### config.mk
export PLATFORM = sky130hd
export DESIGN_NAME = left_to_right_integer_expression_eval_unit
export DESIGN_NICKNAME = d
export VERILOG_FILES = /design/src/rtl/core/lrie_pkg.sv /design/src/rtl/core/lrie_alu.sv /design/src/rtl/core/left_to_right_integer_expression_eval_unit.sv
export SDC_FILE = /design/constraint.sdc
export NUM_CORES = 1
export LEC_CHECK = 0
export BUFFER_PORTS_ARGS = -buffer_cell sky130_fd_sc_hd__clkbuf_2
export CELL_PAD_IN_SITES_DETAIL_PLACEMENT = 1
export CELL_PAD_IN_SITES_GLOBAL_PLACEMENT = 1
export CORE_MARGIN = 4
export CORE_UTILIZATION = 27
export CTS_CLUSTER_DIAMETER = 150
export DETAILED_ROUTE_END_ITERATION = 7
export PLACE_DENSITY_LB_ADDON = 0.1
export SKIP_CTS_REPAIR_TIMING = 1
export SYNTH_ARGS = -nofsm -noshare
export SYNTH_HDL_FRONTEND = slang
export SYNTH_SLANG_ARGS = --single-unit
export TNS_END_PERCENT = 10
### constraint.sdc
create_clock -name i_clk -period 11.3 [get_ports i_clk]
set_input_delay 1.695 -clock i_clk [delete_from_list [all_inputs] [get_ports i_clk]]
set_output_delay 1.695 -clock i_clk [all_outputs]
set_load 0.005 [all_outputs]
### src/rtl/core/lrie_pkg.sv
// ----------------------------------------------------------------------------
// lrie_pkg: shared definitions for the left-to-right expression evaluator
// Holds the value width, character codes, operator and status codes, and the
// request and response structs between the sequencer and the arithmetic unit.
// ----------------------------------------------------------------------------
package lrie_pkg;

    localparam int VALUE_W  = 32;
    localparam int OUT_W    = 32;
    localparam int CHAR_W   = 8;
    localparam int STATUS_W = 2;

    typedef logic [VALUE_W-1:0] t_value;
    typedef logic [CHAR_W-1:0]  t_char;

    typedef enum logic [1:0] {
        OP_ADD = 2'd0,
        OP_SUB = 2'd1,
        OP_MUL = 2'd2,
        OP_DIV = 2'd3
    } t_op;

    typedef enum logic [STATUS_W-1:0] {
        ST_OK      = 2'd0,
        ST_SYNTAX  = 2'd1,
        ST_DIVZERO = 2'd2
    } t_status;

    localparam t_char CH_NUL   = 8'h00;
    localparam t_char CH_STAR  = 8'h2A;
    localparam t_char CH_PLUS  = 8'h2B;
    localparam t_char CH_MINUS = 8'h2D;
    localparam t_char CH_SLASH = 8'h2F;
    localparam t_char CH_ZERO  = 8'h30;
    localparam t_char CH_NINE  = 8'h39;

    typedef struct packed {
        logic start;
        t_op  op;
    } t_alu_req;

    typedef struct packed {
        logic idle;
        logic done;
        logic div_zero;
    } t_alu_rsp;

    function automatic logic is_op_char(input t_char c);
        return (c == CH_PLUS) || (c == CH_MINUS) || (c == CH_STAR) || (c == CH_SLASH);
    endfunction

    function automatic t_op op_of_char(input t_char c);
        t_op op;
        case (c)
            CH_PLUS:  op = OP_ADD;
            CH_MINUS: op = OP_SUB;
            CH_STAR:  op = OP_MUL;
            default:  op = OP_DIV;
        endcase
        return op;
    endfunction

endpackage

### src/rtl/core/lrie_alu.sv
// ----------------------------------------------------------------------------
// lrie_alu: iterative arithmetic unit
// One adder serves add, subtract, shift-add multiply, restoring division on
// magnitudes and the sign steps around it, one bit per cycle.
// ----------------------------------------------------------------------------
module lrie_alu (
    input  logic              i_clk,
    input  logic              i_rst_n,
    input  lrie_pkg::t_alu_req i_req,
    input  lrie_pkg::t_value  i_a,
    input  lrie_pkg::t_value  i_b,
    output lrie_pkg::t_alu_rsp o_rsp,
    output lrie_pkg::t_value  o_result
);
    import lrie_pkg::*;

    localparam int CNT_W = $clog2(VALUE_W);

    typedef enum logic [2:0] {
        S_IDLE, S_ADD, S_ABSA, S_ABSB, S_MUL, S_DIV, S_FIX, S_DONE
    } t_state;

    t_state             r_state, n_state;
    t_op                r_op, n_op;
    t_value             r_acc, n_acc;
    t_value             r_q, n_q;
    t_value             r_b, n_b;
    logic [CNT_W-1:0]   r_cnt, n_cnt;
    logic               r_neg, n_neg;
    logic               r_dz, n_dz;

    logic [VALUE_W:0]   w_x, w_y, w_sum;
    logic               w_cin;
    t_value             w_shift;

    // Partial remainder shifted left with the next dividend bit.
    assign w_shift = {r_acc[VALUE_W-2:0], r_q[VALUE_W-1]};

    always_comb begin
        w_x   = '0;
        w_y   = '0;
        w_cin = 1'b0;
        case (r_state)
            S_ADD: begin
                w_x   = {1'b0, r_acc};
                w_y   = (r_op == OP_SUB) ? ~{1'b0, r_b} : {1'b0, r_b};
                w_cin = (r_op == OP_SUB);
            end
            S_ABSA: begin
                w_y   = ~{1'b0, r_q};
                w_cin = 1'b1;
            end
            S_ABSB: begin
                w_y   = ~{1'b0, r_b};
                w_cin = 1'b1;
            end
            S_MUL: begin
                w_x = {1'b0, r_acc};
                w_y = r_q[0] ? {1'b0, r_b} : '0;
            end
            S_DIV: begin
                w_x   = {1'b0, w_shift};
                w_y   = ~{1'b0, r_b};
                w_cin = 1'b1;
            end
            S_FIX: begin
                w_y   = ~{1'b0, r_q};
                w_cin = 1'b1;
            end
            default: begin
                w_x = '0;
            end
        endcase
    end

    assign w_sum = w_x + w_y + (VALUE_W+1)'(w_cin);

    always_comb begin
        n_state = r_state;
        n_op    = r_op;
        n_acc   = r_acc;
        n_q     = r_q;
        n_b     = r_b;
        n_cnt   = r_cnt;
        n_neg   = r_neg;
        n_dz    = r_dz;
        case (r_state)
            S_IDLE: begin
                if (i_req.start) begin
                    n_op  = i_req.op;
                    n_dz  = 1'b0;
                    n_cnt = CNT_W'(VALUE_W - 1);
                    n_b   = i_b;
                    case (i_req.op)
                        OP_ADD, OP_SUB: begin
                            n_acc   = i_a;
                            n_state = S_ADD;
                        end
                        OP_MUL: begin
                            n_acc   = '0;
                            n_q     = i_a;
                            n_state = S_MUL;
                        end
                        default: begin
                            n_acc = '0;
                            n_q   = i_a;
                            n_neg = i_a[VALUE_W-1] ^ i_b[VALUE_W-1];
                            if (i_b == '0) begin
                                n_dz    = 1'b1;
                                n_state = S_DONE;
                            end else begin
                                n_state = S_ABSA;
                            end
                        end
                    endcase
                end
            end
            S_ADD: begin
                n_acc   = w_sum[VALUE_W-1:0];
                n_state = S_DONE;
            end
            S_ABSA: begin
                if (r_q[VALUE_W-1]) begin
                    n_q = w_sum[VALUE_W-1:0];
                end
                n_state = S_ABSB;
            end
            S_ABSB: begin
                if (r_b[VALUE_W-1]) begin
                    n_b = w_sum[VALUE_W-1:0];
                end
                n_state = S_DIV;
            end
            S_MUL: begin
                n_acc = w_sum[VALUE_W-1:0];
                n_b   = {r_b[VALUE_W-2:0], 1'b0};
                n_q   = {1'b0, r_q[VALUE_W-1:1]};
                n_cnt = r_cnt - 1'b1;
                if (r_cnt == '0) begin
                    n_state = S_DONE;
                end
            end
            S_DIV: begin
                // A clear sign bit means the trial subtraction did not borrow.
                if (!w_sum[VALUE_W]) begin
                    n_acc = w_sum[VALUE_W-1:0];
                    n_q   = {r_q[VALUE_W-2:0], 1'b1};
                end else begin
                    n_acc = w_shift;
                    n_q   = {r_q[VALUE_W-2:0], 1'b0};
                end
                n_cnt = r_cnt - 1'b1;
                if (r_cnt == '0) begin
                    n_state = S_FIX;
                end
            end
            S_FIX: begin
                n_acc   = r_neg ? w_sum[VALUE_W-1:0] : r_q;
                n_state = S_DONE;
            end
            S_DONE: begin
                n_state = S_IDLE;
            end
            default: begin
                n_state = S_IDLE;
            end
        endcase
    end

    always_ff @(posedge i_clk) begin
        if (!i_rst_n) begin
            r_state <= S_IDLE;
            r_dz    <= 1'b0;
            r_cnt   <= '0;
        end else begin
            r_state <= n_state;
            r_dz    <= n_dz;
            r_cnt   <= n_cnt;
        end
        r_op  <= n_op;
        r_acc <= n_acc;
        r_q   <= n_q;
        r_b   <= n_b;
        r_neg <= n_neg;
    end

    assign o_rsp.idle     = (r_state == S_IDLE);
    assign o_rsp.done     = (r_state == S_DONE);
    assign o_rsp.div_zero = (r_state == S_DONE) && r_dz;
    assign o_result       = r_acc;

    // A zero divisor can only be flagged for a division request.
    a_dz_only_div: assert property (@(posedge i_clk) disable iff (!i_rst_n)
        o_rsp.div_zero |-> (r_op == OP_DIV))
        else $error("lrie_alu: division-by-zero flag on a non-division operation");

endmodule

### src/rtl/core/left_to_right_integer_expression_eval_unit.sv
// ----------------------------------------------------------------------------
// left_to_right_integer_expression_eval_unit: expression evaluator top level
// Parses an ASCII expression one character per word and evaluates it strictly
// left to right using a shared iterative arithmetic unit.
// ----------------------------------------------------------------------------
// Usage:
// The input channel takes one ASCII character per word on i_in_char_code.
// Digits build the current number, the characters + - * / apply the pending
// operator, and a NUL word ends the expression. Each NUL produces exactly one
// output word carrying o_out_value and o_out_status (0 ok, 1 syntax error,
// 2 division by zero); no other character produces an output word.
// Digits and errors are taken without the arithmetic unit. An operator or a
// final NUL that applies a pending operator occupies the shared arithmetic
// unit, which runs multiply and divide as one-bit-per-cycle shift-add and
// restoring division loops (a zero divisor ends the division early). The
// input is not ready meanwhile.
// A NUL passes through the emit state to move the result into the output
// register.
// The output register lets the block keep parsing the next expression while a
// result waits; only a second NUL stalls until the receiver takes the first.
// Synchronous active-low reset clears the parser to its start state and drops
// the output valid.
module left_to_right_integer_expression_eval_unit (
    input  logic                                  i_clk,
    input  logic                                  i_rst_n,
    input  logic                                  i_in_valid,
    output logic                                  o_in_ready,
    input  logic [lrie_pkg::CHAR_W-1:0]           i_in_char_code,
    output logic                                  o_out_valid,
    input  logic                                  i_out_ready,
    output logic signed [lrie_pkg::OUT_W-1:0]     o_out_value,
    output logic [lrie_pkg::STATUS_W-1:0]         o_out_status
);
    import lrie_pkg::*;

    typedef enum logic [1:0] {
        T_IDLE, T_CALC, T_CALC_END, T_EMIT
    } t_state;

    typedef enum logic [1:0] {
        PH_START    = 2'd0,
        PH_NUMBER   = 2'd1,
        PH_AFTER_OP = 2'd2
    } t_phase;

    t_state   r_state, n_state;
    t_value   r_accum, n_accum;
    t_value   r_num, n_num;
    t_op      r_pend, n_pend;
    t_phase   r_phase, n_phase;
    t_status  r_err, n_err;
    logic     r_ovalid, n_ovalid;
    t_value   r_ovalue, n_ovalue;
    t_status  r_ostatus, n_ostatus;

    t_alu_req alu_req;
    t_alu_rsp alu_rsp;
    t_value   w_alu_result;

    logic     w_in_acc;
    logic     w_is_digit;
    logic     w_is_op;
    logic     w_is_nul;
    t_value   w_digit;

    assign o_in_ready = (r_state == T_IDLE);
    assign w_in_acc   = i_in_valid && o_in_ready;
    assign w_is_digit = (i_in_char_code >= CH_ZERO) && (i_in_char_code <= CH_NINE);
    assign w_is_op    = is_op_char(i_in_char_code);
    assign w_is_nul   = (i_in_char_code == CH_NUL);
    // The low nibble of an ASCII digit is its value.
    assign w_digit    = VALUE_W'(i_in_char_code[3:0]);

    lrie_alu u_alu (
        .i_clk    (i_clk),
        .i_rst_n  (i_rst_n),
        .i_req    (alu_req),
        .i_a      (r_accum),
        .i_b      (r_num),
        .o_rsp    (alu_rsp),
        .o_result (w_alu_result)
    );

    always_comb begin
        n_state   = r_state;
        n_accum   = r_accum;
        n_num     = r_num;
        n_pend    = r_pend;
        n_phase   = r_phase;
        n_err     = r_err;
        n_ovalid  = r_ovalid;
        n_ovalue  = r_ovalue;
        n_ostatus = r_ostatus;
        alu_req.start = 1'b0;
        alu_req.op    = r_pend;

        if (r_ovalid && i_out_ready) begin
            n_ovalid = 1'b0;
        end

        case (r_state)
            T_IDLE: begin
                if (w_in_acc) begin
                    if (w_is_nul) begin
                        n_state = T_EMIT;
                        if (r_err == ST_OK) begin
                            if (r_phase == PH_START) begin
                                n_err = ST_SYNTAX;
                            end else if (r_phase == PH_NUMBER) begin
                                alu_req.start = 1'b1;
                                n_state       = T_CALC_END;
                            end
                        end
                    end else if (r_err == ST_OK) begin
                        if (w_is_digit) begin
                            // number * 10 + digit as two shifts and two adds.
                            if (r_phase == PH_NUMBER) begin
                                n_num = {r_num[VALUE_W-4:0], 3'b000}
                                      + {r_num[VALUE_W-2:0], 1'b0} + w_digit;
                            end else begin
                                n_num = w_digit;
                            end
                            n_phase = PH_NUMBER;
                        end else if (w_is_op && (r_phase == PH_NUMBER)) begin
                            // The unit samples the old pending operator here.
                            alu_req.start = 1'b1;
                            n_pend        = op_of_char(i_in_char_code);
                            n_phase       = PH_AFTER_OP;
                            n_state       = T_CALC;
                        end else begin
                            n_err = ST_SYNTAX;
                        end
                    end
                end
            end
            T_CALC, T_CALC_END: begin
                if (alu_rsp.done) begin
                    if (alu_rsp.div_zero) begin
                        n_err = ST_DIVZERO;
                    end else begin
                        n_accum = w_alu_result;
                    end
                    n_state = (r_state == T_CALC) ? T_IDLE : T_EMIT;
                end
            end
            T_EMIT: begin
                if (!r_ovalid || i_out_ready) begin
                    n_ovalid  = 1'b1;
                    n_ovalue  = (r_err == ST_OK) ? r_accum : '0;
                    n_ostatus = r_err;
                    n_accum   = '0;
                    n_num     = '0;
                    n_pend    = OP_ADD;
                    n_phase   = PH_START;
                    n_err     = ST_OK;
                    n_state   = T_IDLE;
                end
            end
            default: begin
                n_state = T_IDLE;
            end
        endcase
    end

    always_ff @(posedge i_clk) begin
        if (!i_rst_n) begin
            r_state  <= T_IDLE;
            r_accum  <= '0;
            r_num    <= '0;
            r_pend   <= OP_ADD;
            r_phase  <= PH_START;
            r_err    <= ST_OK;
            r_ovalid <= 1'b0;
        end else begin
            r_state  <= n_state;
            r_accum  <= n_accum;
            r_num    <= n_num;
            r_pend   <= n_pend;
            r_phase  <= n_phase;
            r_err    <= n_err;
            r_ovalid <= n_ovalid;
        end
        r_ovalue  <= n_ovalue;
        r_ostatus <= n_ostatus;
    end

    assign o_out_valid  = r_ovalid;
    assign o_out_value  = signed'(OUT_W'(r_ovalue));
    assign o_out_status = r_ostatus;

    // The sequencer never starts the unit while it is still busy.
    a_start_when_idle: assert property (@(posedge i_clk) disable iff (!i_rst_n)
        alu_req.start |-> alu_rsp.idle)
        else $error("top: arithmetic unit started while busy");

    // Taking input again implies the previous calculation has finished.
    a_ready_unit_idle: assert property (@(posedge i_clk) disable iff (!i_rst_n)
        o_in_ready |-> alu_rsp.idle)
        else $error("top: input ready while the arithmetic unit is busy");

    // An error result always carries a zero value.
    a_err_value_zero: assert property (@(posedge i_clk) disable iff (!i_rst_n)
        (o_out_valid && (o_out_status != ST_OK)) |-> (o_out_value == '0))
        else $error("top: nonzero value reported with an error status");

    // A NUL word always leads to a result cycle before more input is taken.
    a_nul_blocks: assert property (@(posedge i_clk) disable iff (!i_rst_n)
        (w_in_acc && w_is_nul) |=> (r_state != T_IDLE))
        else $error("top: end of expression did not reach the result stage");

endmodule
# ---- Yosys cells after proc, flatten, opt, wreduce, memory -nomap -nowiden
# Index checks and enable logic that the tools add are counted.
dict set report word_totals {
  romBits 0
  output_inout_bits 36
  ram_bits 0
  mem_count 0
  latch_bits 0
  register_bits 215
  inputBits 12
}
dict set report op_classes {
  shift 0
  reduce_logical 49
  magnitude_cmp 2
  add_sub_neg 5
  n_eq_ne 40
  bitwise_logic 4
  multipliers 0
  muxes 85
  div_mod_pow 0
}
# op count
set ops {}
lappend ops {{$mux 32} 18}
lappend ops {{$pmux 32 s4} 2}
lappend ops {{$pmux 32 s2} 3}
lappend ops {{$pmux 33 s4} 1}
lappend ops {{$pmux 32 s3} 1}
lappend ops {{$not 32->33} 2}
lappend ops {{$mux 2} 27}
lappend ops {{$add 32x33->33} 1}
lappend ops {{$add 33x1->33} 1}
lappend ops {{$mux 33} 1}
lappend ops {{$add 32x32->32} 1}
lappend ops {{$add 32x4->32} 1}
lappend ops {{$eq 8x6->1 const B} 4}
lappend ops {{$logic_not 32->1} 1}
lappend ops {{$pmux 3 s7} 1}
lappend ops {{$mux 1} 18}
lappend ops {{$pmux 2 s3} 3}
lappend ops {{$reduce_and 6->1} 3}
lappend ops {{$ne 2x1->1 const B} 8}
lappend ops {{$ne 2x2->1 const B} 8}
lappend ops {{$reduce_or 2->1} 7}
lappend ops {{$eq 3x3->1 const B} 4}
lappend ops {{$mux 3} 4}
lappend ops {{$reduce_and 3->1} 4}
lappend ops {{33 further kinds} 61}

# ---- Longest topological paths before layout
dict set report logic_depth {
  ltp_word 13
  depth_mapped 19
  depth_no_buf 16
}

# ---- Modules after synthesis
# From an unflattened synthesis, not the netlist that was laid out.
dict set report hier_totals {
  cells_unflattened 1633
  area_unflattened_um2 15139.5
}
# module instances seq_area_each_um2 area_each_um2 cells_per_inst
set modules_own_cells {}
lappend modules_own_cells {lrie_alu 1 3153.0 9031.2 1004}
lappend modules_own_cells {left_to_right_integer_expression_eval_unit 1 2482.4 6108.4 629}

# ---- Least setup slack after synthesis
# No wires, ideal clock.
dict set report synth_timing {
  kind {input -> register}
  startpoint {input port i_in_char_code[7] in the netlist's numbering}
  endpoint {register u_alu.r_b[0], enable pin}
  required_time_ns 10.834
  arrival_ns 4.920
  slack_ns 5.913
  path_stages 6
  setup_ns 0.466
  cell_sequence {nor3b_1 nand3b_1 a21o_1 a21oi_1 nor2_1 o31ai_1}
}
dict set report synth_between {
  elab_chain_len 13
  elab_cells_between_ends 20
}
# element line_no
set synth_rtl {}
lappend synth_rtl {{start: declaration} left_to_right_integer_expression_eval_unit.sv:28} ;# input logic [lrie_pkg::CHAR_W-1:0] i_in_char_code,
lappend synth_rtl {{$eq 8x6->1} lrie_pkg.sv:49} ;# return (c == CH_PLUS) || (c == CH_MINUS) || (c == CH_STAR) || (c == CH_SLASH);
lappend synth_rtl {{$logic_or 1x1->1 (3 in a row)} lrie_pkg.sv:49}
lappend synth_rtl {{$logic_and 1x1->1} left_to_right_integer_expression_eval_unit.sv:124} ;# end else if (w_is_op && (r_phase == PH_NUMBER)) begin
lappend synth_rtl {{$mux 1} left_to_right_integer_expression_eval_unit.sv:124}
lappend synth_rtl {{$mux 1} left_to_right_integer_expression_eval_unit.sv:115} ;# if (w_is_digit) begin
lappend synth_rtl {{$mux 1} left_to_right_integer_expression_eval_unit.sv:114} ;# end else if (r_err == ST_OK) begin
lappend synth_rtl {{$mux 1 (*)} left_to_right_integer_expression_eval_unit.sv:104} ;# if (w_is_nul) begin
lappend synth_rtl {{$mux 1 (*)} left_to_right_integer_expression_eval_unit.sv:103} ;# if (w_in_acc) begin
lappend synth_rtl {{$mux 1 (*)} left_to_right_integer_expression_eval_unit.sv:101} ;# case (r_state)
lappend synth_rtl {{$ne 2x2->1 (no line) (*)} n/a}
lappend synth_rtl {{$reduce_and 3->1 (no line) (*)} n/a}
lappend synth_rtl {{end signal: assignment} lrie_alu.sv:183} ;# r_b <= n_b;
lappend synth_rtl {{end: declaration} lrie_alu.sv:27} ;# t_value r_b, n_b;
# Every way passes the cells marked *; elsewhere a longest branch is shown, timed or not.
# A chain may end at the register's enable or synchronous reset.

# ---- Final worst setup path
dict set report layout_timing {
  startpoint {register u_alu.r_state[1]}
  endpoint {register u_alu.r_acc[26] (netlist: u_alu.o_result[26]) (data pin)}
}
dict set report layout_between {
  elab_chain_len 7
  elab_cells_between_ends 19
}
# element line_no
set layout_rtl {}
lappend layout_rtl {{start: declaration} lrie_alu.sv:23} ;# t_state r_state, n_state;
lappend layout_rtl {{start signal: assignment} lrie_alu.sv:176} ;# r_state <= n_state;
lappend layout_rtl {{$eq 3x3->1, or another cell as far along} {lrie_alu.sv:43, lrie_alu.sv:87}}
lappend layout_rtl {{$reduce_or 2->1 (no line)} n/a}
lappend layout_rtl {{$pmux 33 s4 or $pmux 32 s2 (tied branches)} lrie_alu.sv:43} ;# case (r_state)
lappend layout_rtl {{$add 32x33->33} lrie_alu.sv:76} ;# assign w_sum = w_x + w_y + (VALUE_W+1)'(w_cin);
lappend layout_rtl {{$add 33x1->33} lrie_alu.sv:76}
lappend layout_rtl {{$mux 32, on equally long branches} {lrie_alu.sv:158, lrie_alu.sv:145}}
lappend layout_rtl {{$pmux 32 s4 (*)} lrie_alu.sv:87} ;# case (r_state)
lappend layout_rtl {{named net u_alu.n_acc[26]} lrie_alu.sv:25} ;# t_value r_acc, n_acc;
lappend layout_rtl {{end signal: assignment} lrie_alu.sv:181} ;# r_acc <= n_acc;
lappend layout_rtl {{end: declaration} lrie_alu.sv:25}
# Mark *: on every way through the listed nets, which the timed path passes. The rest lies on a longest branch.

==> impl_metrics.py <==
metrics = {
    "status": {
        "status": "completed",
    },
    "critical_path": {
        "r2r_start": "u_alu.r_state[1]$_SDFFE_PN0P_",
        "crit_type": "reg2reg",
        "crit_start": "u_alu.r_state[1]$_SDFFE_PN0P_",
        "cp.arrival_ns": 6.71,
        "critPathCaptureType": "flop",
        "cp_max_fo": 22,
        "cp_cell_sequence": "inv_1, and3_1, buf_4, a22oi_1, fa_1, fa_1, nor2b_1, o2111ai_1, nand3_2, a221oi_4, o21ai_2, a31o_2, xor2_4, buf_4, mux2_4, o221ai_2",
        "critPathMaxStageDelay_ns": 0.73,
        "required_ns": 11.71,
        "startpoint_type": "flop",
        "slowest_stage": "and3_1",
    },
    "synthesis": {
        "netlist_area_um2": 14400,
        "synth_area_leaders": "edfxtp_1, dfxtp_1, ha_1, a22oi_1, mux2i_1",
        "synth_top_area_share": 0.277,
        "yosysTopAreaCell": "edfxtp_1",
        "synthCells": 1551,
        "synth.distinct_cells": 76,
        "synth_common_cells": "edfxtp_1, nand2_1, nor2_1",
        "async_reset_ff_frac": 0,
        "ys_warn_count": 0,
        "post-synth-top-count-cell": "edfxtp_1",
        "syn_nets": 1661,
        "synth_edf_count": 133,
        "yosysSeqAreaShare": 0.390,
        "ys_seq_elements": 215,
        "synth_area_per_cell_um2": 9.31,
        "ys.flop_type": "edfxtp_1",
    },
    "placement": {
        "port_buffers": 47,
        "place.detailed.hpwl_mm": 40.2,
        "placed_area_um2": 15400,
        "place_congestion": 0.886,
    },
    "floorplan": {
        "start_util": 0.274,
        "dieArea_um2": 57200,
        "core_area_um2": 52800,
        "fp-row-count": 84,
        "ios": 48,
        "die_h_um": 239,
        "die_w_um": 239,
    },
    "sta": {
        "fin_crit_sh": 0.557,
        "hold_viol_final": 0,
        "min_period_ns": 6.30,
        "maxSlewViolCount": 0,
        "relSlewSlack": 0.136,
        "max_clock_freq_ghz": 0.159,
        "finalSetupViolCount": 0,
        "skew_ns": 0.0214,
        "tightest_slew_ns": 1.29,
        "setup_tns_ns": 0,
        "grt_setup_unrepaired": "no",
    },
    "global_route": {
        "grt-ovfl-total": 0,
        "antenna_found_initial": 1,
        "grt_pass1_wl_mm": 86.6,
        "grt_pass1_vias": 13500,
        "grt_usage": 0.196,
        "grt_max_degree": 62,
    },
    "finish": {
        "nFillCells": 6088,
        "area_growth_pct": 13.6,
        "fin_nets": 1668,
        "finalInstanceArea_um2": 16400,
        "antenna-diode-count": 0,
        "drive_above_1_share": 0.103,
    },
    "route": {
        "met3_wirelength_mm": 2.32,
        "dr_total_vias": 12700,
        "wirelength_mm": 56.6,
        "post_drt_wl_per_cell_um": 25.0,
        "routed.top_layer": "met4",
        "wl_met1_mm": 26.3,
        "first_iter_violations": 1039,
        "drc_errors": 0,
        "route.met2.wl_mm": 26.6,
        "postRouteAntennaNets": 0,
        "vias_per_cell": 5.60,
        "dr.pass1.iters": 6,
    },
    "clocking": {
        "cts.sinks": 215,
        "cts_tree": "yes",
        "h-tree-depth": 1,
        "clkLatencyLatePin_ns": 0.58,
        "clockRootBuffer": "clkbuf_16",
        "cts_buffer_depth": 3,
        "cts.clk_slew.worst_paths_ns": 0.06,
        "cts_buffers": 29,
    },
    "power": {
        "p_per_area_nw_per_um2": 284,
        "leakage_nw": 6.46,
        "ir_drop_mv": 0.142,
    },
    "hold_path": {
        "hold_path.startpoint": "r_state[0]$_SDFFE_PN0P_",
        "min_path_type": "reg2reg",
    },
    "job": {
        "cap_violations": 0,
    },
}
[critical path, delay by kind of cell (launching register included)]
kind	cells	cell delay (ns)
simple gates	3	1.07
fa+ha+maj	2	0.93
compound gates	6	1.20
mux	1	0.34
buf+inv	3	1.25
flops	1	0.58
xor+xnor	1	0.72
[layer usage]
layer / track usage / up-vias
li1: - / 5949
met1: 0.263 / 6422
met2: 0.332 / 255
met3: 0.0265 / 70
met4: 0.0535 / 0
met5: 0 / -
[registers in the layout, summed over array words and instances (netlist names)]
signal          cells
o_out_value        32
r_accum            32
r_num              32
u_alu.o_result     32
u_alu.r_b          32
u_alu.r_q          32
u_alu.r_cnt         5
u_alu.r_state       3
o_out_status        2
r_err               2
r_pend              2
r_phase             2
r_state             2
u_alu.r_op          2
o_out_valid         1
u_alu.r_dz          1
u_alu.r_neg         1
[power breakdown]
part,switching [mW],internal (mW)
registers,0.219,1.09
logic,1.59,0.819
clock network,0.376,0.563
total,2.19,2.48
[per-stage QoR]
step	setup slack [ns]	hold slack, ns	util	std cells	power [mW]
finish	5.00	0.493	0.311	2269	4.66
global placement	5.30	0.483	0.293	2215	3.70
floorplan	5.91	0.447	-	1551	2.88
detailed placement	5.04	0.486	0.293	2215	3.72
global route	4.58	0.520	0.311	2269	4.96
CTS	5.00	0.494	0.311	2269	4.69
[logic make-up after synthesis]
family	count (synthesis)	synth area share
flip-flops	215	0.390
XOR/XNOR	77	0.0480
buffers and inverters	136	0.0375
AO/OA/AOI/OAI	552	0.263
multiplexers	58	0.0409
adder cells (fa/ha/maj)	98	0.0870
AND/OR/NAND/NOR	415	0.133
[final cells by class]
cell class                      count  area (um^2)  share of cell area
Clock inverter                     11          114             0.00694
Inverter                           35          131             0.00801
Timing Repair Buffer               77          460              0.0281
Multi-Input combinational cell   1200         8350               0.509
Sequential cell                   215         5640               0.344
Tap cell                          688          861              0.0525
Clock buffer                       43          848              0.0517
[worst paths after layout]
check / slack [ns] / depth (start not counted) / endpoint
worst max register to register: 5.00 / 16 / u_alu.o_result[26]$_DFFE_PP_
worst min-delay path: 0.49 / 2 / r_state[0]$_SDFFE_PN0P_
worst min register to register: 0.49 / 2 / r_state[0]$_SDFFE_PN0P_
worst max-delay path: 5.00 / 16 / u_alu.o_result[26]$_DFFE_PP_
[placed cells by master, fill, tap and decap left out, drive strengths merged, types with 5 or more instances in the layout]
master and count:
a22oi 86, o21ai 118, a31o 6, a211o 5, nor3 20, mux2i 56
nor4 14, o22a 7, o221ai 36, xor2 31, inv 39, o31ai 6
a22o 26, nor2 130, clkinv 5, or3 7, o211ai 8, nand3 17
nand2 132, ha 94, o21bai 6, o21a 9, nand2b 15, o22ai 22
a221oi 5, edfxtp 133, nor2b 5, a222oi 24, and3 6, nand4 11
xnor2 46, clkbuf 90, or2 6, a31oi 13, dfxtp 82, a21oi 112
a21o 35, and2 37, buf 30
Power figures use the tool's default switching activity.
